`src/design/spn_pkg.sv`:
```
// shared types, s-box and bit permutation tables for the spn block encryptor
`timescale 1ns / 1ps

package spn_pkg;

  // block and key stream widths
  localparam int unsigned BLOCK_W = 128;
  localparam int unsigned KEY_W   = 64;
  localparam int unsigned KSTR_W  = 3 * KEY_W;

  // configuration register indexes
  typedef enum logic [1:0] {
    KEY_REG_0   = 2'd0,
    KEY_REG_1   = 2'd1,
    KEY_REG_2   = 2'd2,
    KEY_REG_NONE = 2'd3
  } key_reg_e;

  // one pipeline stage: valid bit travels with the block
  typedef struct packed {
    logic               valid;
    logic [BLOCK_W-1:0] data;
  } spn_stage_t;

  // aes forward s-box
  localparam logic [7:0] SBOX_TABLE [256] = '{
    8'h63, 8'h7c, 8'h77, 8'h7b, 8'hf2, 8'h6b, 8'h6f, 8'hc5,
    8'h30, 8'h01, 8'h67, 8'h2b, 8'hfe, 8'hd7, 8'hab, 8'h76,
    8'hca, 8'h82, 8'hc9, 8'h7d, 8'hfa, 8'h59, 8'h47, 8'hf0,
    8'had, 8'hd4, 8'ha2, 8'haf, 8'h9c, 8'ha4, 8'h72, 8'hc0,
    8'hb7, 8'hfd, 8'h93, 8'h26, 8'h36, 8'h3f, 8'hf7, 8'hcc,
    8'h34, 8'ha5, 8'he5, 8'hf1, 8'h71, 8'hd8, 8'h31, 8'h15,
    8'h04, 8'hc7, 8'h23, 8'hc3, 8'h18, 8'h96, 8'h05, 8'h9a,
    8'h07, 8'h12, 8'h80, 8'he2, 8'heb, 8'h27, 8'hb2, 8'h75,
    8'h09, 8'h83, 8'h2c, 8'h1a, 8'h1b, 8'h6e, 8'h5a, 8'ha0,
    8'h52, 8'h3b, 8'hd6, 8'hb3, 8'h29, 8'he3, 8'h2f, 8'h84,
    8'h53, 8'hd1, 8'h00, 8'hed, 8'h20, 8'hfc, 8'hb1, 8'h5b,
    8'h6a, 8'hcb, 8'hbe, 8'h39, 8'h4a, 8'h4c, 8'h58, 8'hcf,
    8'hd0, 8'hef, 8'haa, 8'hfb, 8'h43, 8'h4d, 8'h33, 8'h85,
    8'h45, 8'hf9, 8'h02, 8'h7f, 8'h50, 8'h3c, 8'h9f, 8'ha8,
    8'h51, 8'ha3, 8'h40, 8'h8f, 8'h92, 8'h9d, 8'h38, 8'hf5,
    8'hbc, 8'hb6, 8'hda, 8'h21, 8'h10, 8'hff, 8'hf3, 8'hd2,
    8'hcd, 8'h0c, 8'h13, 8'hec, 8'h5f, 8'h97, 8'h44, 8'h17,
    8'hc4, 8'ha7, 8'h7e, 8'h3d, 8'h64, 8'h5d, 8'h19, 8'h73,
    8'h60, 8'h81, 8'h4f, 8'hdc, 8'h22, 8'h2a, 8'h90, 8'h88,
    8'h46, 8'hee, 8'hb8, 8'h14, 8'hde, 8'h5e, 8'h0b, 8'hdb,
    8'he0, 8'h32, 8'h3a, 8'h0a, 8'h49, 8'h06, 8'h24, 8'h5c,
    8'hc2, 8'hd3, 8'hac, 8'h62, 8'h91, 8'h95, 8'he4, 8'h79,
    8'he7, 8'hc8, 8'h37, 8'h6d, 8'h8d, 8'hd5, 8'h4e, 8'ha9,
    8'h6c, 8'h56, 8'hf4, 8'hea, 8'h65, 8'h7a, 8'hae, 8'h08,
    8'hba, 8'h78, 8'h25, 8'h2e, 8'h1c, 8'ha6, 8'hb4, 8'hc6,
    8'he8, 8'hdd, 8'h74, 8'h1f, 8'h4b, 8'hbd, 8'h8b, 8'h8a,
    8'h70, 8'h3e, 8'hb5, 8'h66, 8'h48, 8'h03, 8'hf6, 8'h0e,
    8'h61, 8'h35, 8'h57, 8'hb9, 8'h86, 8'hc1, 8'h1d, 8'h9e,
    8'he1, 8'hf8, 8'h98, 8'h11, 8'h69, 8'hd9, 8'h8e, 8'h94,
    8'h9b, 8'h1e, 8'h87, 8'he9, 8'hce, 8'h55, 8'h28, 8'hdf,
    8'h8c, 8'ha1, 8'h89, 8'h0d, 8'hbf, 8'he6, 8'h42, 8'h68,
    8'h41, 8'h99, 8'h2d, 8'h0f, 8'hb0, 8'h54, 8'hbb, 8'h16
  };

  // new bit g (0 = msb) takes old bit PERM_TABLE[g]
  localparam logic [6:0] PERM_TABLE [128] = '{
    7'd41,  7'd35,  7'd62,  7'd97,  7'd108, 7'd86,  7'd46,  7'd82,
    7'd16,  7'd73,  7'd113, 7'd59,  7'd105, 7'd107, 7'd51,  7'd38,
    7'd91,  7'd60,  7'd7,   7'd12,  7'd25,  7'd94,  7'd13,  7'd28,
    7'd55,  7'd71,  7'd18,  7'd77,  7'd72,  7'd67,  7'd11,  7'd31,
    7'd3,   7'd90,  7'd125, 7'd56,  7'd37,  7'd93,  7'd84,  7'd75,
    7'd124, 7'd22,  7'd117, 7'd69,  7'd19,  7'd10,  7'd50,  7'd32,
    7'd26,  7'd80,  7'd110, 7'd64,  7'd120, 7'd54,  7'd118, 7'd30,
    7'd92,  7'd45,  7'd79,  7'd20,  7'd114, 7'd68,  7'd102, 7'd48,
    7'd33,  7'd34,  7'd17,  7'd29,  7'd74,  7'd2,   7'd57,  7'd44,
    7'd126, 7'd85,  7'd106, 7'd76,  7'd83,  7'd63,  7'd103, 7'd14,
    7'd111, 7'd87,  7'd127, 7'd15,  7'd81,  7'd112, 7'd119, 7'd104,
    7'd116, 7'd89,  7'd53,  7'd42,  7'd101, 7'd43,  7'd1,   7'd95,
    7'd123, 7'd5,   7'd21,  7'd24,  7'd100, 7'd78,  7'd49,  7'd70,
    7'd4,   7'd115, 7'd47,  7'd122, 7'd36,  7'd8,   7'd121, 7'd88,
    7'd40,  7'd96,  7'd61,  7'd23,  7'd39,  7'd66,  7'd65,  7'd27,
    7'd6,   7'd98,  7'd52,  7'd9,   7'd99,  7'd109, 7'd58,  7'd0
  };

  // 128-bit key window starting at stream bit off (stream bit 0 is the msb)
  function automatic logic [BLOCK_W-1:0] key_window(input logic [KSTR_W-1:0] kstr,
                                                    input int unsigned off);
    logic [KSTR_W-1:0] shifted;
    shifted = kstr << off;
    return shifted[KSTR_W-1 -: BLOCK_W];
  endfunction

endpackage

```
`src/design/spn_key_store.sv`:
```
// key stream registers written through the configuration port
`timescale 1ns / 1ps

module spn_key_store
  import spn_pkg::*;
(
  input  logic              clk_i,
  input  logic              rst_ni,
  input  logic              cfg_we_i,
  input  logic [1:0]        cfg_idx_i,
  input  logic [KEY_W-1:0]  cfg_data_i,
  output logic [KSTR_W-1:0] kstr_o
);

  logic [KEY_W-1:0] key0_q, key1_q, key2_q;
  key_reg_e         idx;

  assign idx = key_reg_e'(cfg_idx_i);

  // register write decode, unused index is dropped
  always_ff @(posedge clk_i or negedge rst_ni) begin
    if (!rst_ni) begin
      key0_q <= '0;
      key1_q <= '0;
      key2_q <= '0;
    end else if (cfg_we_i) begin
      unique case (idx)
        KEY_REG_0: key0_q <= cfg_data_i;
        KEY_REG_1: key1_q <= cfg_data_i;
        KEY_REG_2: key2_q <= cfg_data_i;
        default: ;
      endcase
    end
  end

  // stream bit 0 lands in the msb
  assign kstr_o = {key0_q, key1_q, key2_q};

endmodule

```
`config.mk`:
```
export PLATFORM = sky130hd
export DESIGN_NAME = spn_key_store
export DESIGN_NICKNAME = d
export VERILOG_FILES = /design/src/design/spn_pkg.sv /design/src/design/spn_key_store.sv
export SDC_FILE = /design/constraint.sdc
export NUM_CORES = 1
export LEC_CHECK = 0
export ABC_AREA = 1
export BUFFER_PORTS_ARGS = -buffer_cell sky130_fd_sc_hd__buf_2
export CORE_MARGIN = 2
export CORE_UTILIZATION = 50
export DETAILED_ROUTE_END_ITERATION = 7
export PLACE_DENSITY = 0.79
export SLEW_MARGIN = 20
export SYNTH_ARGS = -nofsm -noshare
export SYNTH_HDL_FRONTEND = slang
export SYNTH_SLANG_ARGS = --single-unit
```
`constraint.sdc`:
```
create_clock -name clk_i -period 1.58 [get_ports clk_i]
set_input_delay 0.079 -clock clk_i [delete_from_list [all_inputs] [get_ports clk_i]]
set_output_delay 0.079 -clock clk_i [all_outputs]
set_load 0.005 [all_outputs]
```
==> results.yml, run 1 <==
run_status:
  run_status: "complete, no violations"
cells_and_area:
  syn_to_final_growth_pct: 34.2
  fin_nets: 1216
  stdcell_area_um2: 10500
  drive_gt1_share_pct: 28.1
  multiInputGateArea_um2: 2600
  seqCellArea_um2: 4800
  fillers: 1233
clocking:
  clk_path_buf_depth: 2
  worstSkewPairLatency_ps: 420
  cts_buffers: 17
  h-tree-depth: 4
  cts.sink_count: 192
  clock-root-buffer: "clkbuf_16"
  cts_tree: "yes"
  post_cts_buffers: 0
  path_clk_slew_ps: 60
sta:
  report.final.slew_viol_count: 0
  tns_ps: 0
  finalCritPeriodShare_pct: 66.6
  period_minus_slack_ps: 1050
  hold_viol: 0
  setup-violations-final: 0
  fin_ws_ps: 527
  max_clock_freq_mhz: 950
  relSlewSlack_pct: 57.5
  finClkSkew_ps: 0
  rsz0062_at_grt: "no"
  tightest_slew_ps: 637
  holdWs_ps: 20.7
critical_path:
  critPathBufInv: 1
  crit_family: "flip-flops"
  slowest_delay_ps: 410
  rr_worst_depth: 2
  critical_path_class: "register to primary output"
  cp.arrival_ps: 970
  startpoint: "key0_q[45]"
  cp_slowest_cell: "dfrtp_1"
  r2r_end: "key2_q[40]"
  required_ps: 1500
  crit_path_end_kind: "primary output"
  path_cells: "buf_2"
  rr_startpoint: "key2_q[40]"
  cp_num_cells: 1
  cp_max_fo: 2
  critPathCapture: "kstr_o[173]"
  ff2ff_setup_slack_ps: 920
  critPathLaunchType: "register"
drt:
  vias: 7425
  postRouteAntennaNets: 0
  drc: 0
  drt-pass1-iter-count: 7
  avgViaCountPerCell: 5.41
  wire_per_inst_um: 17.2
  wirelength_um: 23600
  drt_iter0_drc: 607
synth:
  syn_area_um2: 7830
  syn_nets: 918
  yosys_register_bits: 192
  ys_types: 12
  syn_avg_cell_area_um2: 9.23
  synth_warnings: 0
  syn_inst: 849
  synth_seq_area_share_pct: 61.3
power_and_ir_drop:
  power.switching_mw: 3.60
  clockPowerShare_pct: 33.0
  peakVddDrop_v: 0.000786
  power_density_nw_per_um2: 1220
  p_leak_nw: 5.87
  power.total_mw: 12.8
  p_int_mw: 9.20
  pwr-share-comb_pct: 19.0
  seqPwrFrac_pct: 48.0
  swShare_pct: 28.1
grt:
  grt_pass1_wl_um: 37200
  grt_max_degree: 69
  antenna_found_initial: 1
  grtUsageTotal_pct: 28.5
  grt_pass1_vias: 7119
  grt_overflow: 0
run:
  max_cap_viol_count: 0
floorplan:
  die_h_um: 129
  rows: 45
  dieArea_um2: 16700
  io-pin-count: 261
  core_um2: 15300
  fp.dieW_um: 129
  start_util_pct: 51.3
placement:
  pre_cts_slack_ps: 353
  port_buffers: 260
  place.detailed.hpwl_um: 14900
  post_dp_cell_area_um2: 9270
  place_congestion: 0.875
hold_path:
  hold_start: "cfg_we_i"
  hp-class: "primary input to register"
[state kept, by name, summed over array words and instances, names as in the netlist]
name and cells:
key0_q 64, key2_q 64, key1_q 64
[layout make-up]
type                            instances  area share (%)
Sequential cell                       192            45.7
Multi-Input combinational cell        580            24.7
Timing Repair Buffer                  354            21.4
Clock buffer                           24            4.87
Tap cell                              211            2.51
Clock inverter                          8           0.738
Inverter                                2          0.0714
Antenna cell                            1          0.0238
[how the worst min path moves through the flow]
stage,cells past startpoint,slack (ps),end
2_1_floorplan,0,-220,key0_q[0]
3_3_place_gp,1,40,key1_q[10]
3_5_place_dp,1,30,key1_q[10]
4_1_cts,3,10,key0_q[35]
5_1_grt,3,30,key0_q[32]
6_report,3,20,key0_q[35]
[cells by family (layout without fill, tap and decap cells)]
family | after synthesis | count (layout) | share of synthesized area, %
other | 0 | 1 | 0
flip-flops | 192 | 192 | 61.3
AND/OR/NAND/NOR | 580 | 580 | 33.1
buffers and inverters | 77 | 388 | 5.54
[power by group through the flow]
stage	Clock [mW]	Combinational (mW)	Sequential, mW
4_1_cts	4.26	2.43	6.13
2_1_floorplan	0	0.877	6.25
3_3_place_gp	0	2.23	6.19
3_5_place_dp	0	2.30	6.20
5_1_grt	4.49	2.72	6.22
6_report	4.23	2.43	6.14
[layer usage]
layer  up-vias  global-route usage, %  wire (µm)
li1       3430                      -          -
met1      3572                   37.6       9380
met2       368                   46.5      11800
met3        55                   6.15       1820
met4         0                   11.1        603
met5         -                      0          0
[synth_stat cells, drive strengths merged]
cell type / instances / area [µm²]
nand2: 385 / 1450
nand4: 128 / 801
clkbuf: 1 / 3.75
nor2: 1 / 6.26
buf: 74 / 423
nand3: 66 / 340
inv: 2 / 7.51
dfrtp: 192 / 4800
[cells in the final DEF, fill, tap and decap left out]
| cell | n |
|---|---|
| inv_2 | 2 |
| clkinvlp_4 | 2 |
| clkinv_2 | 3 |
| nor2_4 | 1 |
| dlygate4sd3_1 | 65 |
| clkbuf_1 | 1 |
| diode_2 | 1 |
| nand3_1 | 64 |
| dfrtp_1 | 192 |
| nand2_1 | 384 |
| clkinv_4 | 2 |
| nand4_1 | 128 |
| buf_12 | 5 |
| buf_4 | 24 |
| nand3_2 | 2 |
| buf_6 | 1 |
| nand2_2 | 1 |
| clkbuf_8 | 7 |
| bufinv_16 | 1 |
| clkbuf_16 | 17 |
| buf_2 | 258 |
[per-stage QoR]
stage | cells | util [%]
floorplan | 849 | -
global placement | 1274 | 60.8
detailed placement | 1274 | 60.8
CTS | 1371 | 68.9
global route | 1372 | 68.9
finish | 1372 | 68.9
[what timing repair did]
action                    CTS  global route
hold buffers               65             0
resized for setup           0             0
hold endpoints to repair  384             0
Power figures use the tool's default switching activity.
==> inputs of run 2 (changes only) <==
--- a/config.mk
+++ b/config.mk
@@ -8,9 +8,9 @@
 export ABC_AREA = 1
 export BUFFER_PORTS_ARGS = -buffer_cell sky130_fd_sc_hd__buf_2
 export CORE_MARGIN = 2
-export CORE_UTILIZATION = 50
+export CORE_UTILIZATION = 46
 export DETAILED_ROUTE_END_ITERATION = 7
-export PLACE_DENSITY = 0.79
+export PLACE_DENSITY = 0.77
 export SLEW_MARGIN = 20
 export SYNTH_ARGS = -nofsm -noshare
 export SYNTH_HDL_FRONTEND = slang
==> constraint.sdc (replaced) <==
create_clock -name clk_i -period 0.9 [get_ports clk_i]
set_input_delay 0.045 -clock clk_i [delete_from_list [all_inputs] [get_ports clk_i]]
set_output_delay 0.045 -clock clk_i [all_outputs]
set_load 0.005 [all_outputs]
==> results.yml, run 2 (same netlist as run 1, synthesis figures left out) <==
run:
  max_cap_viol_count: 0
run_status:
  run_status: "finished with violations"
  violations: "negative setup slack"
cells_and_area:
  drive_gt1_share_pct: 35.8
  post-route-util_pct: 70.0
  mostFrequentLayoutCell: "nand2_1"
  top_regs: "key0_q (64), key1_q (64), key2_q (64)"
  fin_nets: 1351
  fillers: 1219
  syn_to_final_growth_pct: 48.7
  layout.cells.most_common_list: "nand2_1, buf_2, dfrtp_1, buf_4, nand4_1"
clocking:
  h-tree-depth: 4
  cts.sink_count: 192
  path_clk_slew_ps: 70
  cts_buffers: 17
  cts_tree: "yes"
  clk_path_buf_depth: 2
  clock-root-buffer: "clkbuf_16"
  worstSkewPairLatency_ps: 420
critical_path:
  cp_max_fo: 2
  crit_family: "flip-flops"
  cp.arrival_ps: 970
  path_cells: "buf_2"
  crit_path_end_kind: "primary output"
  critPathLaunchType: "register"
  required_ps: 850
  cp_slowest_cell: "dfrtp_1"
  critical_path_class: "register to primary output"
  critPathBufInv: 1
  slowest_delay_ps: 400
sta:
  period_minus_slack_ps: 1020
  setup-violations-final: 193
  fin_ws_ps: -117
  hold_viol: 0
  holdWs_ps: 103
  report.final.slew_viol_count: 0
  finClkSkew_ps: 0
  relSlewSlack_pct: 71.5
  finalCritPeriodShare_pct: 113
  rsz0062_at_grt: "yes"
  tightest_slew_ps: 428
  max_clock_freq_mhz: 983
drt:
  drt-pass1-iter-count: 5
  wirelength_um: 27000
  postRouteAntennaNets: 0
  drc: 0
  avgViaCountPerCell: 5.43
  wire_per_inst_um: 17.8
  vias: 8227
  drt_iter0_drc: 831
power_and_ir_drop:
  power.total_mw: 23.8
  power_density_nw_per_um2: 2040
  p_leak_nw: 6.58
  peakVddDrop_v: 0.00130
grt:
  grt_pass1_vias: 7888
  grt_overflow: 0
  grt_max_degree: 62
  grtUsageTotal_pct: 28.6
  grt_pass1_wl_um: 40600
  antenna_found_initial: 0
hold_path:
  hp-class: "primary input to asynchronous set/reset pin"
floorplan:
  core_um2: 16600
  dieArea_um2: 18100
  io-pin-count: 261
  die_h_um: 135
  fp.dieW_um: 135
  rows: 47
  start_util_pct: 47.1
placement:
  place.detailed.hpwl_um: 15700
  port_buffers: 260
  place_congestion: 0.828
run 2: worst reg2reg max path: stages, from the launching register on:
cell     delay [ps]
dfrtp_1         400
buf_4           140
buf_4           120
nand2_2          70
nand2_2          60
run 2: metal layers:
layer  GRT usage, %  vias up  share of wire [%]  wire (µm)
li1               -     3699                  -          -
met1           37.0     3961                 39      10500
met2           46.4      482                 49      13400
met3           5.63       85                8.2       2220
met4           13.7        0                3.4        931
met5              0        -                  0          0
run 2: final timing paths:
check	start	end	slack, ps	depth (start not counted)
hold reg to reg	key0_q[25]	key0_q[25]	460	2
setup reg to reg	key2_q[50]	key2_q[50]	0	4
hold / removal	rst_ni	key2_q[9]	100	2
min in group clk_i	cfg_we_i	key0_q[42]	120	4
max in group asynchronous	rst_ni	key2_q[21]	220	3
setup / recovery	key2_q[56]	kstr_o[56]	-120	1
run 2: where the power goes:
| group | switching [mW] | internal, mW | leakage, nW | total (mW) |
|---|---|---|---|---|
| Sequential | 0.786 | 10.0 | 2.40 | 10.8 |
| Clock | 3.37 | 3.78 | 0.266 | 7.16 |
| Combinational | 2.83 | 3.01 | 3.91 | 5.84 |
| Total | 6.99 | 16.8 | 6.58 | 23.8 |
run 2: cell type report:
cell class / count / area [µm²] / area share (%)
Tap cell: 220 / 275 / 2.36
Antenna cell: 1 / 2.50 / 0.0215
Inverter: 2 / 7.51 / 0.0645
Clock buffer: 21 / 470 / 4.04
Clock inverter: 11 / 81.3 / 0.698
Multi-Input combinational cell: 580 / 2610 / 22.4
Sequential cell: 192 / 4800 / 41.3
Timing Repair Buffer: 489 / 3400 / 29.2
run 2: through the flow:
step | std cells | worst slack (ps) | area, µm² | TNS (ps)
finish | 1516 | -117 | 11600 | -15940
global route | 1515 | -145 | 11600 | -21960
CTS | 1457 | -126 | 11200 | -18170
detailed placement | 1295 | -125 | 9500 | -7320
global placement | 1295 | -116 | 9500 | -5090
floorplan | 849 | 157 | 7830 | 0
run 2: repair_timing:
item / CTS / global route
gates cloned: 0 / 0
endpoints found under the setup margin: 192 / 192
hold buffers: 65 / 0
buffers inserted: 65 / 58
resized for setup: 2 / 4
hold endpoints to repair: 384 / 0
